**src/rtl/core/bnfa_pkg.sv**
```systemverilog
`timescale 1ns / 1ps

package bnfa_pkg;

   // Default size of the slot pool.
   localparam int NUM_SLOTS_DEFAULT = 256;

   // Command codes carried in the cmd field of a request.
   localparam logic [1:0] CMD_ALLOC    = 2'd0;
   localparam logic [1:0] CMD_LOAD_MAP = 2'd1;
   localparam logic [1:0] CMD_LOAD_PTR = 2'd2;

   typedef struct packed {
      logic [1:0] cmd;
      logic [4:0] byte_number;
      logic [7:0] byte_value;
      logic [7:0] start_slot;
   } alloc_req_type;

   typedef struct packed {
      logic [7:0] slot;
      logic       found;
   } alloc_rsp_type;

   typedef enum logic [1:0] {
      ST_CLEAR,
      ST_IDLE,
      ST_SCAN
   } ctrl_state_type;

   // Commands from the controller to the datapath.
   typedef struct packed {
      logic clear;
      logic load_map;
      logic load_ptr;
      logic alloc_start;
      logic issue;
      logic finish;
   } dp_cmd_type;

   // Status from the datapath to the controller.
   typedef struct packed {
      logic clear_last;
      logic scan_done;
      logic issue_end;
   } dp_status_type;

endpackage

```
**src/rtl/core/bnfa_ctrl.sv**
```systemverilog
`timescale 1ns / 1ps

module bnfa_ctrl (
   input  logic                   clock,
   input  logic                   reset,
   input  logic                   start,
   input  bnfa_pkg::alloc_req_type req_data,
   input  bnfa_pkg::dp_status_type status,
   output bnfa_pkg::dp_cmd_type    cmd,
   output logic                   busy
);
   import bnfa_pkg::*;

   ctrl_state_type state_ff;
   ctrl_state_type state_in;

   always_ff @(posedge clock) begin
      if (reset) begin
         state_ff <= ST_CLEAR;
      end else begin
         state_ff <= state_in;
      end
   end

   always_comb begin
      state_in = state_ff;
      cmd      = '0;
      busy     = 1'b1;
      unique case (state_ff)
         ST_CLEAR: begin
            cmd.clear = 1'b1;
            if (status.clear_last) begin
               state_in = ST_IDLE;
            end
         end
         ST_IDLE: begin
            busy = 1'b0;
            if (start) begin
               unique case (req_data.cmd)
                  CMD_ALLOC: begin
                     cmd.alloc_start = 1'b1;
                     state_in        = ST_SCAN;
                  end
                  CMD_LOAD_MAP: cmd.load_map = 1'b1;
                  CMD_LOAD_PTR: cmd.load_ptr = 1'b1;
                  default: ;
               endcase
            end
         end
         ST_SCAN: begin
            // Keep fetching bytes until a verdict comes back.
            cmd.finish = status.scan_done;
            cmd.issue  = !status.scan_done && !status.issue_end;
            if (status.scan_done) begin
               state_in = ST_IDLE;
            end
         end
         default: state_in = ST_CLEAR;
      endcase
   end

endmodule

```
**src/rtl/core/bnfa_datapath.sv**
```systemverilog
`timescale 1ns / 1ps

module bnfa_datapath #(
   parameter int NUM_SLOTS = bnfa_pkg::NUM_SLOTS_DEFAULT
) (
   input  logic                    clock,
   input  logic                    reset,
   input  bnfa_pkg::alloc_req_type  req_data,
   input  bnfa_pkg::dp_cmd_type     cmd,
   output bnfa_pkg::dp_status_type  status,
   output logic                    rsp_strobe,
   output bnfa_pkg::alloc_rsp_type  rsp_data
);
   import bnfa_pkg::*;

   localparam int BYTES  = (NUM_SLOTS + 7) / 8;
   localparam int ADDR_W = $clog2(BYTES);
   localparam int PTR_W  = $clog2(NUM_SLOTS);
   localparam int CNT_W  = $clog2(BYTES + 2);
   localparam int CMP_W  = ADDR_W + 4;

   localparam logic [ADDR_W-1:0] LAST_BYTE   = ADDR_W'(BYTES - 1);
   localparam logic [CNT_W-1:0]  CNT_LAST    = CNT_W'(BYTES);
   localparam logic [CNT_W-1:0]  CNT_END     = CNT_W'(BYTES + 1);
   localparam logic [CMP_W-1:0]  NUM_SLOTS_C = CMP_W'(NUM_SLOTS);

   logic [7:0] map_mem [BYTES];

   logic [ADDR_W-1:0] clear_cnt_ff, clear_cnt_in;
   logic [PTR_W-1:0]  ptr_ff, ptr_in;
   logic [ADDR_W-1:0] scan_addr_ff, scan_addr_in;
   logic [CNT_W-1:0]  issue_cnt_ff, issue_cnt_in;
   logic [7:0]        rdata_ff;
   logic              tag_valid_ff, tag_valid_in;
   logic              tag_first_ff, tag_first_in;
   logic              tag_last_ff, tag_last_in;
   logic [ADDR_W-1:0] tag_addr_ff, tag_addr_in;
   logic              rsp_strobe_ff, rsp_strobe_in;
   alloc_rsp_type     rsp_data_ff, rsp_data_in;

   logic              wr_en;
   logic [ADDR_W-1:0] wr_addr;
   logic [7:0]        wr_data;
   logic [7:0]        free_bits;
   logic [2:0]        hit_idx;
   logic              hit;
   logic [CMP_W-1:0]  hit_slot;
   logic [CMP_W-1:0]  next_ptr;
   logic [CMP_W-1:0]  ptr_ext;
   logic              map_in_range;

   assign ptr_ext      = CMP_W'(ptr_ff);
   assign map_in_range = int'(req_data.byte_number) < BYTES;

   // Slots of the fetched byte that take part in this pass of the scan.
   always_comb begin
      logic [CMP_W-1:0] s;
      logic             ok;
      for (int i = 0; i < 8; i++) begin
         s  = CMP_W'({tag_addr_ff, 3'(i)});
         ok = (s != '0) && (s < NUM_SLOTS_C);
         if (tag_first_ff && (s < ptr_ext)) ok = 1'b0;
         if (tag_last_ff && (s >= ptr_ext)) ok = 1'b0;
         free_bits[i] = ok && !rdata_ff[i];
      end
   end

   always_comb begin
      hit_idx = '0;
      for (int i = 7; i >= 0; i--) begin
         if (free_bits[i]) hit_idx = 3'(i);
      end
   end

   assign hit      = |free_bits;
   assign hit_slot = CMP_W'({tag_addr_ff, hit_idx});
   assign next_ptr = (hit_slot + CMP_W'(1) >= NUM_SLOTS_C) ? CMP_W'(1)
                                                          : hit_slot + CMP_W'(1);

   assign status.clear_last = clear_cnt_ff == LAST_BYTE;
   assign status.scan_done  = tag_valid_ff && (hit || tag_last_ff);
   assign status.issue_end  = issue_cnt_ff == CNT_END;

   // Single write port: clearing pass, byte load or allocation commit.
   always_comb begin
      wr_en   = 1'b0;
      wr_addr = clear_cnt_ff;
      wr_data = '0;
      priority if (cmd.clear) begin
         wr_en = 1'b1;
      end else if (cmd.load_map) begin
         wr_en   = map_in_range;
         wr_addr = ADDR_W'(req_data.byte_number);
         wr_data = req_data.byte_value;
      end else if (cmd.finish) begin
         wr_en   = hit;
         wr_addr = tag_addr_ff;
         wr_data = rdata_ff | (8'd1 << hit_idx);
      end
   end

   always_comb begin
      clear_cnt_in  = cmd.clear ? clear_cnt_ff + ADDR_W'(1) : clear_cnt_ff;
      ptr_in        = ptr_ff;
      scan_addr_in  = scan_addr_ff;
      issue_cnt_in  = issue_cnt_ff;
      tag_valid_in  = cmd.issue;
      tag_first_in  = issue_cnt_ff == '0;
      tag_last_in   = issue_cnt_ff == CNT_LAST;
      tag_addr_in   = scan_addr_ff;
      rsp_strobe_in = cmd.finish;
      rsp_data_in   = rsp_data_ff;

      if (cmd.load_ptr) begin
         if (req_data.start_slot == 8'd0 || int'(req_data.start_slot) >= NUM_SLOTS) begin
            ptr_in = PTR_W'(1);
         end else begin
            ptr_in = PTR_W'(req_data.start_slot);
         end
      end
      if (cmd.alloc_start) begin
         scan_addr_in = ADDR_W'(ptr_ff >> 3);
         issue_cnt_in = '0;
      end
      if (cmd.issue) begin
         scan_addr_in = (scan_addr_ff == LAST_BYTE) ? '0 : scan_addr_ff + ADDR_W'(1);
         issue_cnt_in = issue_cnt_ff + CNT_W'(1);
      end
      if (cmd.finish) begin
         rsp_data_in.found = hit;
         rsp_data_in.slot  = hit ? 8'(hit_slot) : 8'd0;
         if (hit) begin
            ptr_in = PTR_W'(next_ptr);
         end
      end
   end

   always_ff @(posedge clock) begin
      if (wr_en) begin
         map_mem[wr_addr] <= wr_data;
      end
      if (cmd.issue) begin
         rdata_ff <= map_mem[scan_addr_ff];
      end
   end

   always_ff @(posedge clock) begin
      if (reset) begin
         clear_cnt_ff  <= '0;
         ptr_ff        <= PTR_W'(1);
         issue_cnt_ff  <= '0;
         tag_valid_ff  <= 1'b0;
         rsp_strobe_ff <= 1'b0;
      end else begin
         clear_cnt_ff  <= clear_cnt_in;
         ptr_ff        <= ptr_in;
         issue_cnt_ff  <= issue_cnt_in;
         tag_valid_ff  <= tag_valid_in;
         rsp_strobe_ff <= rsp_strobe_in;
      end
   end

   always_ff @(posedge clock) begin
      scan_addr_ff <= scan_addr_in;
      tag_first_ff <= tag_first_in;
      tag_last_ff  <= tag_last_in;
      tag_addr_ff  <= tag_addr_in;
      rsp_data_ff  <= rsp_data_in;
   end

   assign rsp_strobe = rsp_strobe_ff;
   assign rsp_data   = rsp_data_ff;

endmodule

```
**src/rtl/core/bitmap_next_fit_allocator_unit.sv**
```systemverilog
`timescale 1ns / 1ps

// Next-fit slot allocator over a used/free bitmap (bit set means used).
// A transfer is accepted when start is high and busy is low. An allocate
// command scans slots 1 to NUM_SLOTS-1 cyclically from the search pointer,
// one bitmap byte per cycle out of a single-port memory, marks the first
// free slot used and returns it, or returns found low when the pool is
// full; slot 0 is never handed out. Its result appears on rsp_data for
// exactly one cycle with rsp_strobe high, once the scan has read the bytes
// it needs (NUM_SLOTS/8 + 1 reads when the pool is full).
// The receiver cannot stall: it must take the result in that cycle. Load
// commands (bitmap byte, search pointer) and unknown commands finish in
// the cycle of acceptance, return no result and leave busy low. After
// reset a clearing pass writes zeros to every bitmap byte, one byte per
// cycle, and busy stays high until it is done.

module bitmap_next_fit_allocator_unit #(
   parameter int NUM_SLOTS = bnfa_pkg::NUM_SLOTS_DEFAULT
) (
   input  logic                   clock,
   input  logic                   reset,
   input  logic                   start,
   output logic                   busy,
   input  bnfa_pkg::alloc_req_type req_data,
   output logic                   rsp_strobe,
   output bnfa_pkg::alloc_rsp_type rsp_data
);
   import bnfa_pkg::*;

   // Controller and datapath talk only through these two bundles.
   dp_cmd_type    dp_cmd;
   dp_status_type dp_status;

   // The controller sequences the clearing pass, decodes commands and
   // steps the byte scan until the datapath reports a hit or a full pool.
   bnfa_ctrl u_ctrl (
      .clock    (clock),
      .reset    (reset),
      .start    (start),
      .req_data (req_data),
      .status   (dp_status),
      .cmd      (dp_cmd),
      .busy     (busy)
   );

   // The datapath holds the bitmap memory, the search pointer, the scan
   // address and the registered result.
   bnfa_datapath #(
      .NUM_SLOTS (NUM_SLOTS)
   ) u_datapath (
      .clock      (clock),
      .reset      (reset),
      .req_data   (req_data),
      .cmd        (dp_cmd),
      .status     (dp_status),
      .rsp_strobe (rsp_strobe),
      .rsp_data   (rsp_data)
   );

endmodule
```
**config.mk**
```make
export PLATFORM = sky130hd
export DESIGN_NAME = bitmap_next_fit_allocator_unit
export DESIGN_NICKNAME = d
export VERILOG_FILES = /design/src/rtl/core/bnfa_pkg.sv /design/src/rtl/core/bnfa_ctrl.sv /design/src/rtl/core/bnfa_datapath.sv /design/src/rtl/core/bitmap_next_fit_allocator_unit.sv
export SDC_FILE = /design/constraint.sdc
export NUM_CORES = 1
export LEC_CHECK = 0
export BUFFER_PORTS_ARGS = -buffer_cell sky130_fd_sc_hd__clkbuf_2
export CORE_ASPECT_RATIO = 1.75
export CORE_MARGIN = 2
export CORE_UTILIZATION = 45
export DETAILED_ROUTE_END_ITERATION = 16
export GPL_TIMING_DRIVEN = 0
export MAX_ROUTING_LAYER = met4
export PLACE_DENSITY = 0.58
export REMOVE_ABC_BUFFERS = 1
export SLEW_MARGIN = 15
export SYNTH_ARGS = -nofsm -noshare
export SYNTH_HDL_FRONTEND = slang
export SYNTH_HIERARCHICAL = 1
export SYNTH_SLANG_ARGS = --single-unit
export TNS_END_PERCENT = 100
```
**constraint.sdc**
```tcl
create_clock -name clock -period 13.83 [get_ports clock]
set_input_delay 2.766 -clock clock [delete_from_list [all_inputs] [get_ports clock]]
set_output_delay 2.766 -clock clock [all_outputs]
set_load 0.05 [all_outputs]
```
==> flow_metrics.env, run 1 <==
export IMPL_synthSimpleGateAreaFrac_pct=8.81
export IMPL_grt_use_total_pct=21.1
export IMPL_setup_viol_count_final=0
export IMPL_cts_hold_buf=0
export IMPL_fin_crit_sh_pct=46.5
export IMPL_max_cap_viol_count=0
export IMPL_synth_cell_types=69
export IMPL_post_route_drc_count=0
export IMPL_cts_htree_levels=1
export IMPL_core_rowCount=83
export IMPL_mostFrequentLayoutCells="edfxtp_1 (278), nor2_1 (104), mux2i_1 (75), nand2_1 (55), o21ai_0 (37)"
export IMPL_cts_sinks=308
export IMPL_critPathCaptureType="flop"
export IMPL_p_leak_nw=5.28
export IMPL_finalCriticalPeriod_ns=6.43
export IMPL_dpl_cell_count=1315
export IMPL_die_h_um=231
export IMPL_worstSkewPairLatency_ns=0.56
export IMPL_grt_setup_unrepaired="no"
export IMPL_syn_inst=915
export IMPL_status="complete, no violations"
export IMPL_synth_area_top_cells="edfxtp_1 (63%), mux2i_1 (5.6%), mux4_2 (5.4%), dfxtp_1 (4.5%), nor2_1 (3.2%)"
export IMPL_die_w_um=134
export IMPL_hp_start="u_datapath/issue_cnt_ff[5]"
export IMPL_fillCellCount=2410
export IMPL_power_density_mw_per_mm2=118
export IMPL_grt_pass1_wl_um=47400
export IMPL_pin_count=37
export IMPL_layout_commonest_cell="edfxtp_1"
export IMPL_vias=7738
export IMPL_synthesis_area_mm2=0.0133
export IMPL_ys_async_sr_fraction_pct=0
export IMPL_cts_reportedPaths_clkPinSlew_ns=0.06
export IMPL_ys_warn_count=6
export IMPL_fmax_mhz=155
export IMPL_slew_headroom_pct=24.3
export IMPL_cts_buffer_depth=3
export IMPL_crit_path_start="u_datapath/tag_addr_ff[2]"
export IMPL_synth_edf_count=278
export IMPL_fin_skew_ns=0.0127
export IMPL_final_cell_count_no_fill=1364
export IMPL_finalWirelength_um=31100
export IMPL_ys_flop_type="edfxtp_1"
export IMPL_numCtsBuffers=28
export IMPL_synth_area_per_cell_um2=14.5
export IMPL_cp_data_arrival_time_ns=6.60
export IMPL_dr_pass1_iters=5
export IMPL_final_antenna_net_count=0
export IMPL_grt_overflow=0
export IMPL_r2r_end="u_datapath/map_mem[5][6]"
export IMPL_cts_tree="done"
export IMPL_root_buffer="clkbuf_16"
export IMPL_n_antenna_cell=0
export IMPL_yosysSeqAreaShare_pct=67.3
export IMPL_drive_above_1_share_pct=17.5
export IMPL_min_path_cells=1
export IMPL_via_per_inst=5.67
export IMPL_wl_per_cell_um=22.8
export IMPL_io_buffer_count=36
export IMPL_crit_required_ns=14.00
export IMPL_antenna_found_initial=0
export IMPL_grt_pass1_vias=7955
export IMPL_setup_tns_ns=0
export IMPL_post_cts_resized=0
export IMPL_ys_ff_latch=308
export IMPL_hp_class="reg2reg"
export IMPL_ff2ff_setup_slack_ns=7.40
export IMPL_ir_drop_uv=86.5
export IMPL_coreArea_mm2=0.0292
export IMPL_synth_compound_area_share_pct=8.49
export IMPL_synth_top_family_by_area="multiplexers"
export IMPL_place_gp_congestion=0.850
export IMPL_postCtsSetupBuffers=0
export IMPL_synthAdderAreaFrac_pct=1.79
export IMPL_synth_xor_xnor_area_share_pct=0.527
export IMPL_whs_endpoint="u_datapath/tag_first_ff"
export IMPL_path_class="reg2reg"
export IMPL_rr_worst_depth=17
export IMPL_drt_first_iter_violations=400
export IMPL_drv_slew=0
export IMPL_dieArea_mm2=0.0310
export IMPL_start_kind="flop"
export IMPL_hold_viol_final=0
export IMPL_num_nets_final=1008
export IMPL_grt_start_max_net_pins=33
export IMPL_rr_startpoint="u_datapath/tag_addr_ff[2]"
export IMPL_hpwl_um=22100
export IMPL_yosys_area_top_type_share_pct=62.8
export IMPL_path_max_fanout=14
export IMPL_worst_pin_slew_ns=1.12
export IMPL_synthMuxAreaShare_pct=11.2
export IMPL_synth_area_leader_cell="edfxtp_1"
export IMPL_start_util_pct=45.6
export IMPL_areaGrowthSynthToFinish_pct=13.9
-- cell families (layout without fill, tap and decap cells) --
family                     Yosys count  count (layout)
and+or+nand+nor                    243             243
buffers and inverters               66             133
adders and majority gates           19              19
DFF                                308             308
muxes                              108             108
AOI/OAI and AO/OA                  163             163
xor gates and xnor gates             8               8
-- worst max-delay path, stage by stage (launching register included) --
cell and delay [ns]:
dfxtp_1 0.48, ha_1 0.32, a21oi_1 0.20, o21a_2 0.28
nand2_1 0.16, mux2_4 0.34, a2111oi_4 0.50, nor2b_1 0.61
inv_1 0.13, o21a_1 0.24, and3b_2 0.37, inv_1 0.31
nor2_1 0.16, a22oi_1 0.18, o21ai_0 0.39, inv_1 0.41
nand3_4 0.20, nor2_1 0.75
-- layer usage --
layer	GRT usage (%)	vias up	part of all wire (%)
met4	8.44	0	4.0
met5	-	-	0
met3	2.23	57	3.5
li1	-	3624	-
met2	40.1	187	56
met1	22.0	3870	37
-- synthesized netlist by cell type (5+ instances only) --
cell type,number
a211oi_1,6
a21oi_1,35
a22oi_1,5
a2bb2oi_1,6
and2_1,5
and3_1,5
buf_1,11
clkbuf_1,26
dfxtp_1,30
edfxtp_1,278
ha_1,19
inv_1,23
mux2i_1,75
mux4_2,32
nand2_1,56
nand2b_1,7
nand3_1,6
nor2_1,113
nor2b_1,6
nor3_1,13
o21ai_0,38
o221ai_1,26
o22ai_1,11
xnor2_1,5
-- flip-flops by register name, summed over array words and instances, names as in the netlist, 2 cells and up --
register                 flops
u_datapath/tag_addr_ff       5
u_datapath/clear_cnt_ff      5
u_datapath/ptr_ff            8
u_datapath/map_mem         256
u_datapath/rsp_data          9
u_datapath/scan_addr_ff      5
u_datapath/rdata_ff          8
u_ctrl/state_ff              2
u_datapath/issue_cnt_ff      6
-- worst max-delay path by stage --
| stage | end | slack, ns |
|---|---|---|
| 2_1_floorplan | u_datapath/map_mem[18][0] | 7.82 |
| 3_3_place_gp | u_datapath/scan_addr_ff[0] | 5.52 |
| 3_5_place_dp | u_datapath/map_mem[6][6] | 7.27 |
| 4_1_cts | u_datapath/map_mem[10][5] | 7.26 |
| 5_1_grt | u_datapath/map_mem[5][5] | 7.00 |
| 6_report | u_datapath/map_mem[5][6] | 7.40 |
-- report_power, final --
group / internal [mW] / switching [mW]
Combinational: 0.00886 / 0.0187
Sequential: 1.01 / 0.00247
Clock: 0.420 / 0.335
Total: 1.44 / 0.356
-- metrics by stage --
step	total power, mW	hold WS [ns]	util, %	setup slack (ns)	area [um^2]
global route	1.84	0.491	51.9	7.00	15100
finish	1.79	0.484	51.9	7.40	15100
floorplan	1.05	0.429	-	7.82	13100
detailed placement	1.06	0.457	48.9	7.27	14300
CTS	1.81	0.479	51.9	7.26	15100
global placement	1.06	0.470	47.3	5.52	13800
-- final cells by class --
type                    count  area (um^2)  area share, %
clock inverters            14          124          0.818
repair buffers             60          569           3.76
multi-input cells         541         4190           27.7
clock buffers              35          748           4.94
flip-flops and latches    308         8950           59.1
well taps                 382          478           3.16
inverters                  24         90.1          0.595
Power figures use the tool's default switching activity.
==> run 2, diff against run 1 <==
--- a/config.mk
+++ b/config.mk
@@ -12,7 +12,7 @@
 export DETAILED_ROUTE_END_ITERATION = 16
 export GPL_TIMING_DRIVEN = 0
 export MAX_ROUTING_LAYER = met4
-export PLACE_DENSITY = 0.58
+export PLACE_DENSITY = 0.6
 export REMOVE_ABC_BUFFERS = 1
 export SLEW_MARGIN = 15
 export SYNTH_ARGS = -nofsm -noshare
==> constraint.sdc (replaced) <==
create_clock -name clock -period 5.43 [get_ports clock]
set_input_delay 1.086 -clock clock [delete_from_list [all_inputs] [get_ports clock]]
set_output_delay 1.086 -clock clock [all_outputs]
set_load 0.05 [all_outputs]
==> run 2 against run 1 <==
Against the previous run: final cell count increased by 1.3%; critical path type unchanged; sequential power increased to 2.6 times the previous value; worst hold slack got worse by 0.0031 ns; count of clock-buffer cells in the layout decreased by 3; core utilization increased by 2.1 points; non-clock buffer count increased by 17; via count increased by 1.9%; flip-flop and latch count unchanged; maximum frequency increased by 25%; largest power group unchanged; global-route usage about the same; setup slack got worse by 7.1 ns; combinational power increased to 3.9 times the previous value.
==> flow_metrics.env, run 2 (synthesized netlist as in run 1, its figures left out) <==
export IMPL_drt_first_iter_violations=548
export IMPL_coreArea_mm2=0.0292
export IMPL_p_leak_nw=5.46
export IMPL_ir_drop_uv=204
export IMPL_grt_busiest_layer="met2"
export IMPL_finalCriticalPeriod_ns=5.16
export IMPL_core_rowCount=83
export IMPL_finalWirelength_um=31300
export IMPL_fillCellCount=2363
export IMPL_dpl_cell_count=1314
export IMPL_swShare_pct=19.7
export IMPL_cp_data_arrival_time_ns=5.37
export IMPL_path_class="reg2reg"
export IMPL_regMostFlops="u_datapath/map_mem"
export IMPL_power_density_mw_per_mm2=298
export IMPL_dieArea_mm2=0.0310
export IMPL_die_h_um=231
export IMPL_layout_commonest_cell="edfxtp_1"
export IMPL_pin_count=37
export IMPL_drive_above_1_share_pct=22.7
export IMPL_grt_pass1_vias=8016
export IMPL_drv_slew=0
export IMPL_vias=7888
export IMPL_power_share_sequential_pct=54.8
export IMPL_hpwl_um=21600
export IMPL_p_switching_mw=0.927
export IMPL_num_nets_final=1025
export IMPL_final_antenna_net_count=0
export IMPL_critPathCaptureType="flop"
export IMPL_worst_pin_slew_ns=1.20
export IMPL_crit_required_ns=5.65
export IMPL_wl_per_cell_um=22.7
export IMPL_combPwrFrac_pct=2.3
export IMPL_slew_headroom_pct=20.1
export IMPL_cts_buffer_depth=3
export IMPL_status="complete, no violations"
export IMPL_root_buffer="clkbuf_16"
export IMPL_grt_use_total_pct=21.1
export IMPL_worstSkewPairLatency_ns=0.55
export IMPL_start_kind="flop"
export IMPL_start_util_pct=45.6
export IMPL_grt_start_max_net_pins=33
export IMPL_grt_pass1_wl_um=47600
export IMPL_mostFrequentLayoutCells="edfxtp_1 (278), nor2_1 (76), mux2i_1 (75), nand2_1 (55)"
export IMPL_grtUsageMet2_pct=39.0
export IMPL_use_met1_pct=22.6
export IMPL_setup_viol_count_final=0
export IMPL_hold_viol_final=0
export IMPL_final_cell_count_no_fill=1382
export IMPL_cts_tree="done"
export IMPL_met3_usage_pct=2.25
export IMPL_n_antenna_cell=0
export IMPL_dr_pass1_iters=5
export IMPL_p_int_mw=3.77
export IMPL_largest_reg_flops=256
export IMPL_path_max_fanout=14
export IMPL_fmax_mhz=194
export IMPL_cts_sinks=308
export IMPL_place_gp_congestion=0.887
export IMPL_grt_setup_unrepaired="no"
export IMPL_cts_htree_levels=1
export IMPL_numCtsBuffers=28
export IMPL_io_buffer_count=36
export IMPL_postLayoutCoreUtil_pct=54.0
export IMPL_cts_reportedPaths_clkPinSlew_ns=0.06
export IMPL_fin_skew_ns=0.00961
export IMPL_areaGrowthSynthToFinish_pct=18.4
export IMPL_die_w_um=134
export IMPL_fin_crit_sh_pct=94.9
export IMPL_antenna_found_initial=0
export IMPL_via_per_inst=5.71
export IMPL_grt_overflow=0
export IMPL_post_route_drc_count=0
export IMPL_ff2ff_setup_slack_ns=0.27
export IMPL_hp_class="reg2reg"
export IMPL_clock_power_share_pct=42.9
export IMPL_max_cap_viol_count=0
run 2: path summary, 6_finish.rpt:
path	startpoint	depth (start not counted)	to
worst min-delay path	u_datapath/issue_cnt_ff[5]	1	u_datapath/tag_first_ff
worst min register to register	u_datapath/issue_cnt_ff[5]	1	u_datapath/tag_first_ff
worst max register to register	u_datapath/ptr_ff[3]	17	u_datapath/map_mem[5][3]
worst max-delay path	u_datapath/ptr_ff[3]	17	u_datapath/map_mem[5][3]
run 2: repair_timing:
action                                  CTS  global route
endpoints found under the setup margin  256           256
buffers inserted                         12             6
pin swaps                                 9             8
hold buffers                              0             0
gates cloned                              0             0
endpoints found under the hold margin     0             0
resized for setup                        66             7
run 2: critical path, cell delays in order (launching register included):
cell	delay, ns
dfxtp_1	0.36
inv_1	0.11
ha_1	0.39
nor3b_1	0.30
o21ai_0	0.10
and2_1	0.19
o32ai_2	0.37
a2111oi_4	0.12
nor2b_4	0.18
inv_1	0.08
o21a_1	0.18
and3b_4	0.41
clkinvlp_4	0.27
nor2_1	0.32
a22oi_1	0.18
o21ai_2	0.51
nand3_4	0.34
nor2_4	0.38
run 2: final cells by class:
cell class                      instances  area (um^2)  share of cell area, %
Clock buffer                           32          737                   4.68
Clock inverter                         18          196                   1.25
Inverter                               24         93.8                  0.596
Multi-Input combinational cell        541         4450                   28.3
Sequential cell                       308         8950                   56.8
Tap cell                              382          478                   3.03
Timing Repair Buffer                   77          850                   5.39
run 2: routing by layer:
metal	vias to the layer above	wire, um
met5	-	0
met4	0	1340
met3	73	1200
met2	209	17400
met1	3945	11400
li1	3661	-
run 2: through the flow:
stage	power (mW)	hold WS [ns]	worst slack (ns)	instance area, um^2	TNS [ns]
floorplan	2.66	0.429	-0.388	13100	-3.65
global placement	2.70	0.449	-2.86	13800	-269.89
detailed placement	2.70	0.489	-1.02	14200	-209.75
CTS	4.74	0.482	0.000982	15600	0
global route	4.84	0.502	0.0130	15800	0
finish	4.70	0.481	0.275	15800	0
run 2: power by group through the flow:
stage / combinational [mW] / sequential (mW) / clock, mW
floorplan: 0.0384 / 2.63 / 0
global placement: 0.0694 / 2.63 / 0
detailed placement: 0.0714 / 2.63 / 0
CTS: 0.105 / 2.58 / 2.06
global route: 0.115 / 2.58 / 2.15
finish: 0.107 / 2.58 / 2.02
==> run 3, diff against run 2 <==
--- a/config.mk
+++ b/config.mk
@@ -8,15 +8,14 @@
 export BUFFER_PORTS_ARGS = -buffer_cell sky130_fd_sc_hd__clkbuf_2
 export CORE_ASPECT_RATIO = 1.75
 export CORE_MARGIN = 2
-export CORE_UTILIZATION = 45
+export CORE_UTILIZATION = 30
 export DETAILED_ROUTE_END_ITERATION = 16
 export GPL_TIMING_DRIVEN = 0
 export MAX_ROUTING_LAYER = met4
-export PLACE_DENSITY = 0.6
+export PLACE_DENSITY = 0.43
 export REMOVE_ABC_BUFFERS = 1
 export SLEW_MARGIN = 15
 export SYNTH_ARGS = -nofsm -noshare
 export SYNTH_HDL_FRONTEND = slang
-export SYNTH_HIERARCHICAL = 1
 export SYNTH_SLANG_ARGS = --single-unit
 export TNS_END_PERCENT = 100
==> run 3 against run 2 <==
Against the previous run: design area down 1.3%; synthesized area is 0.89% lower; maximum frequency fell by 0.55%; largest power group unchanged.
==> flow_metrics.env, run 3 <==
export IMPL_status="complete, no violations"
export IMPL_dr_pass1_iters=4
export IMPL_die_h_um=281
export IMPL_cts_tree="done"
export IMPL_multi_input_area_mm2=0.00425
export IMPL_cts_buffer_depth=3
export IMPL_drt_first_iter_violations=486
export IMPL_core_rowCount=101
export IMPL_synthesis_area_mm2=0.0132
export IMPL_regMostFlops="u_datapath.map_mem"
export IMPL_grt_start_max_net_pins=33
export IMPL_cts_sinks=308
export IMPL_fmax_mhz=193
export IMPL_grt_overflow=0
export IMPL_synth_cell_types=61
export IMPL_setup_viol_count_final=0
export IMPL_grt_use_total_pct=16.6
export IMPL_mostFrequentLayoutCells="edfxtp_1 (278), nor2_1 (78), mux2i_1 (70), nand2_1 (61), o21ai_0 (37)"
export IMPL_worst_pin_slew_ns=1.16
export IMPL_largest_reg_flops=256
export IMPL_ys_flop_type="edfxtp_1"
export IMPL_crit_required_ns=5.65
export IMPL_syn_inst=909
export IMPL_grt_pass1_vias=8010
export IMPL_setup_tns_ns=0
export IMPL_cts_reportedPaths_clkPinSlew_ns=0.07
export IMPL_root_buffer="clkbuf_16"
export IMPL_hold_ws_ns=0.511
export IMPL_pin_count=37
export IMPL_start_util_pct=30.4
export IMPL_vias=7655
export IMPL_coreArea_mm2=0.0433
export IMPL_grt_setup_unrepaired="yes"
export IMPL_path_class="reg2reg"
export IMPL_hpwl_um=25300
export IMPL_crit_chain="inv_1 -> ha_1 -> nor2b_1 -> o21bai_1 -> o21ai_0 -> mux2i_2 -> nand4_4 -> o31ai_4 -> buf_8 -> inv_2 -> a221o_1 -> or3_1 -> nor2_2"
export IMPL_drive_above_1_share_pct=20.8
export IMPL_slew_headroom_pct=22.7
export IMPL_cts_htree_levels=1
export IMPL_grt_pass1_wl_um=53300
export IMPL_place_gp_congestion=0.859
export IMPL_post_route_drc_count=0
export IMPL_drv_slew=0
export IMPL_io_buffer_count=36
export IMPL_final_antenna_net_count=0
export IMPL_fin_crit_sh_pct=95.5
export IMPL_ys_warn_count=0
export IMPL_numCtsBuffers=29
export IMPL_areaGrowthSynthToFinish_pct=18.0
export IMPL_synth_area_top_cells="edfxtp_1 (63%), mux4_2 (5.5%), mux2i_1 (5.3%), dfxtp_1 (4.6%), nor2_1 (3.1%)"
export IMPL_synth_area_leader_cell="edfxtp_1"
export IMPL_ys_ff_latch=308
export IMPL_min_path_cells=2
export IMPL_synth_most_common_cell="edfxtp_1"
export IMPL_cp_slowest_cell="or3_1"
export IMPL_p_leak_nw=5.86
export IMPL_final_seq_area_mm2=0.00895
export IMPL_yosys_area_top_type_share_pct=63.3
export IMPL_rr_worst_depth=13
export IMPL_hold_viol_final=0
export IMPL_hp_class="reg2reg"
export IMPL_die_w_um=162
export IMPL_fin_skew_ns=0.0201
export IMPL_path_max_fanout=13
export IMPL_finalCriticalPeriod_ns=5.18
export IMPL_finalWirelength_um=36200
export IMPL_ys_async_sr_fraction_pct=0
export IMPL_max_cap_viol_count=0
export IMPL_synth_edf_count=278
export IMPL_power_density_mw_per_mm2=296
export IMPL_ir_drop_uv=244
export IMPL_layout_commonest_cell="edfxtp_1"
export IMPL_synth_area_per_cell_um2=14.5
export IMPL_slowest_delay_ns=0.57
export IMPL_dieArea_mm2=0.0457
export IMPL_fillCellCount=4127
export IMPL_postLayoutCoreUtil_pct=35.9
export IMPL_n_antenna_cell=0
export IMPL_worstSkewPairLatency_ns=0.57
export IMPL_antenna_found_initial=0
export IMPL_start_kind="flop"
export IMPL_wl_per_cell_um=23.4
export IMPL_cp_data_arrival_time_ns=5.40
export IMPL_cts_hold_buf=0
export IMPL_yosysSeqAreaShare_pct=67.9
export IMPL_via_per_inst=4.95
export IMPL_synth_common_cells="edfxtp_1 (278), nor2_1 (110), mux2i_1 (70)"
export IMPL_critPathCaptureType="flop"
export IMPL_num_nets_final=1001
## run 3: stage by stage
stage          cell area, um^2  cells  total power, mW  setup slack [ns]
3_5_place_dp             14500   1489             2.69            -0.769
3_3_place_gp             13900   1467             2.69             -2.16
6_report                 15500   1545             4.61             0.246
2_1_floorplan            13000    865             2.65             0.685
4_1_cts                  15500   1545             4.66            0.0209
5_1_grt                  15500   1545             4.75            -0.112
## run 3: path summary, 6_finish.rpt
kind / from / endpoint / slack, ns
hold / removal: u_datapath.issue_cnt_ff[1] / u_datapath.issue_cnt_ff[1] / 0.51
hold reg to reg: u_datapath.issue_cnt_ff[1] / u_datapath.issue_cnt_ff[1] / 0.51
setup / recovery: u_datapath.tag_addr_ff[0] / u_datapath.map_mem[21][4] / 0.25
setup reg to reg: u_datapath.tag_addr_ff[0] / u_datapath.map_mem[21][4] / 0.25
## run 3: worst max-delay path, delay by kind of cell (launching register included)
family,cells,cell delay (ns)
AO/OA/AOI/OAI,4,1.33
buffers and inverters,3,0.50
multiplexers,1,0.52
adder cells (fa/ha/maj),1,0.37
flip-flops,1,0.55
AND/OR/NAND/NOR,4,1.54
## run 3: final cells by class
cell class / count / area share [%]
Timing Repair Buffer: 60 / 4.38
Multi-Input combinational cell: 537 / 27.3
Inverter: 20 / 0.483
Clock inverter: 22 / 0.982
Clock buffer: 32 / 4.74
Tap cell: 566 / 4.55
Sequential cell: 308 / 57.5
## run 3: routing by layer
layer / track usage [%] / up-vias / routed length, um
li1: - / 3596 / -
met1: 17.1 / 3852 / 13300
met2: 31.8 / 150 / 20500
met3: 1.73 / 57 / 947
met4: 6.72 / 0 / 1440
met5: - / - / 0
## run 3: timing repair
action	in CTS	in global routing
buffers inserted	2	0
cloned	0	0
resized for setup	28	21
endpoints found under the setup margin	256	126
pin swaps	2	0
## run 3: where the power goes
part | leakage, nW | switching, mW | internal [mW]
Combinational | 2.17 | 0.0536 | 0.0230
Sequential | 3.25 | 0.00661 | 2.57
Clock | 0.440 | 0.921 | 1.03
Total | 5.86 | 0.981 | 3.63
## run 3: cells by family (layout without fill, tap and decap cells)
kind of cell	Yosys count	in the layout	synth area share, %
AOI/OAI and AO/OA	151	151	7.56
adders and majority gates	19	19	1.80
muxes	109	109	11.4
and+or+nand+nor	250	250	8.84
xor gates and xnor gates	8	8	0.531
buffers and inverters	64	134	1.95
DFF	308	308	67.9
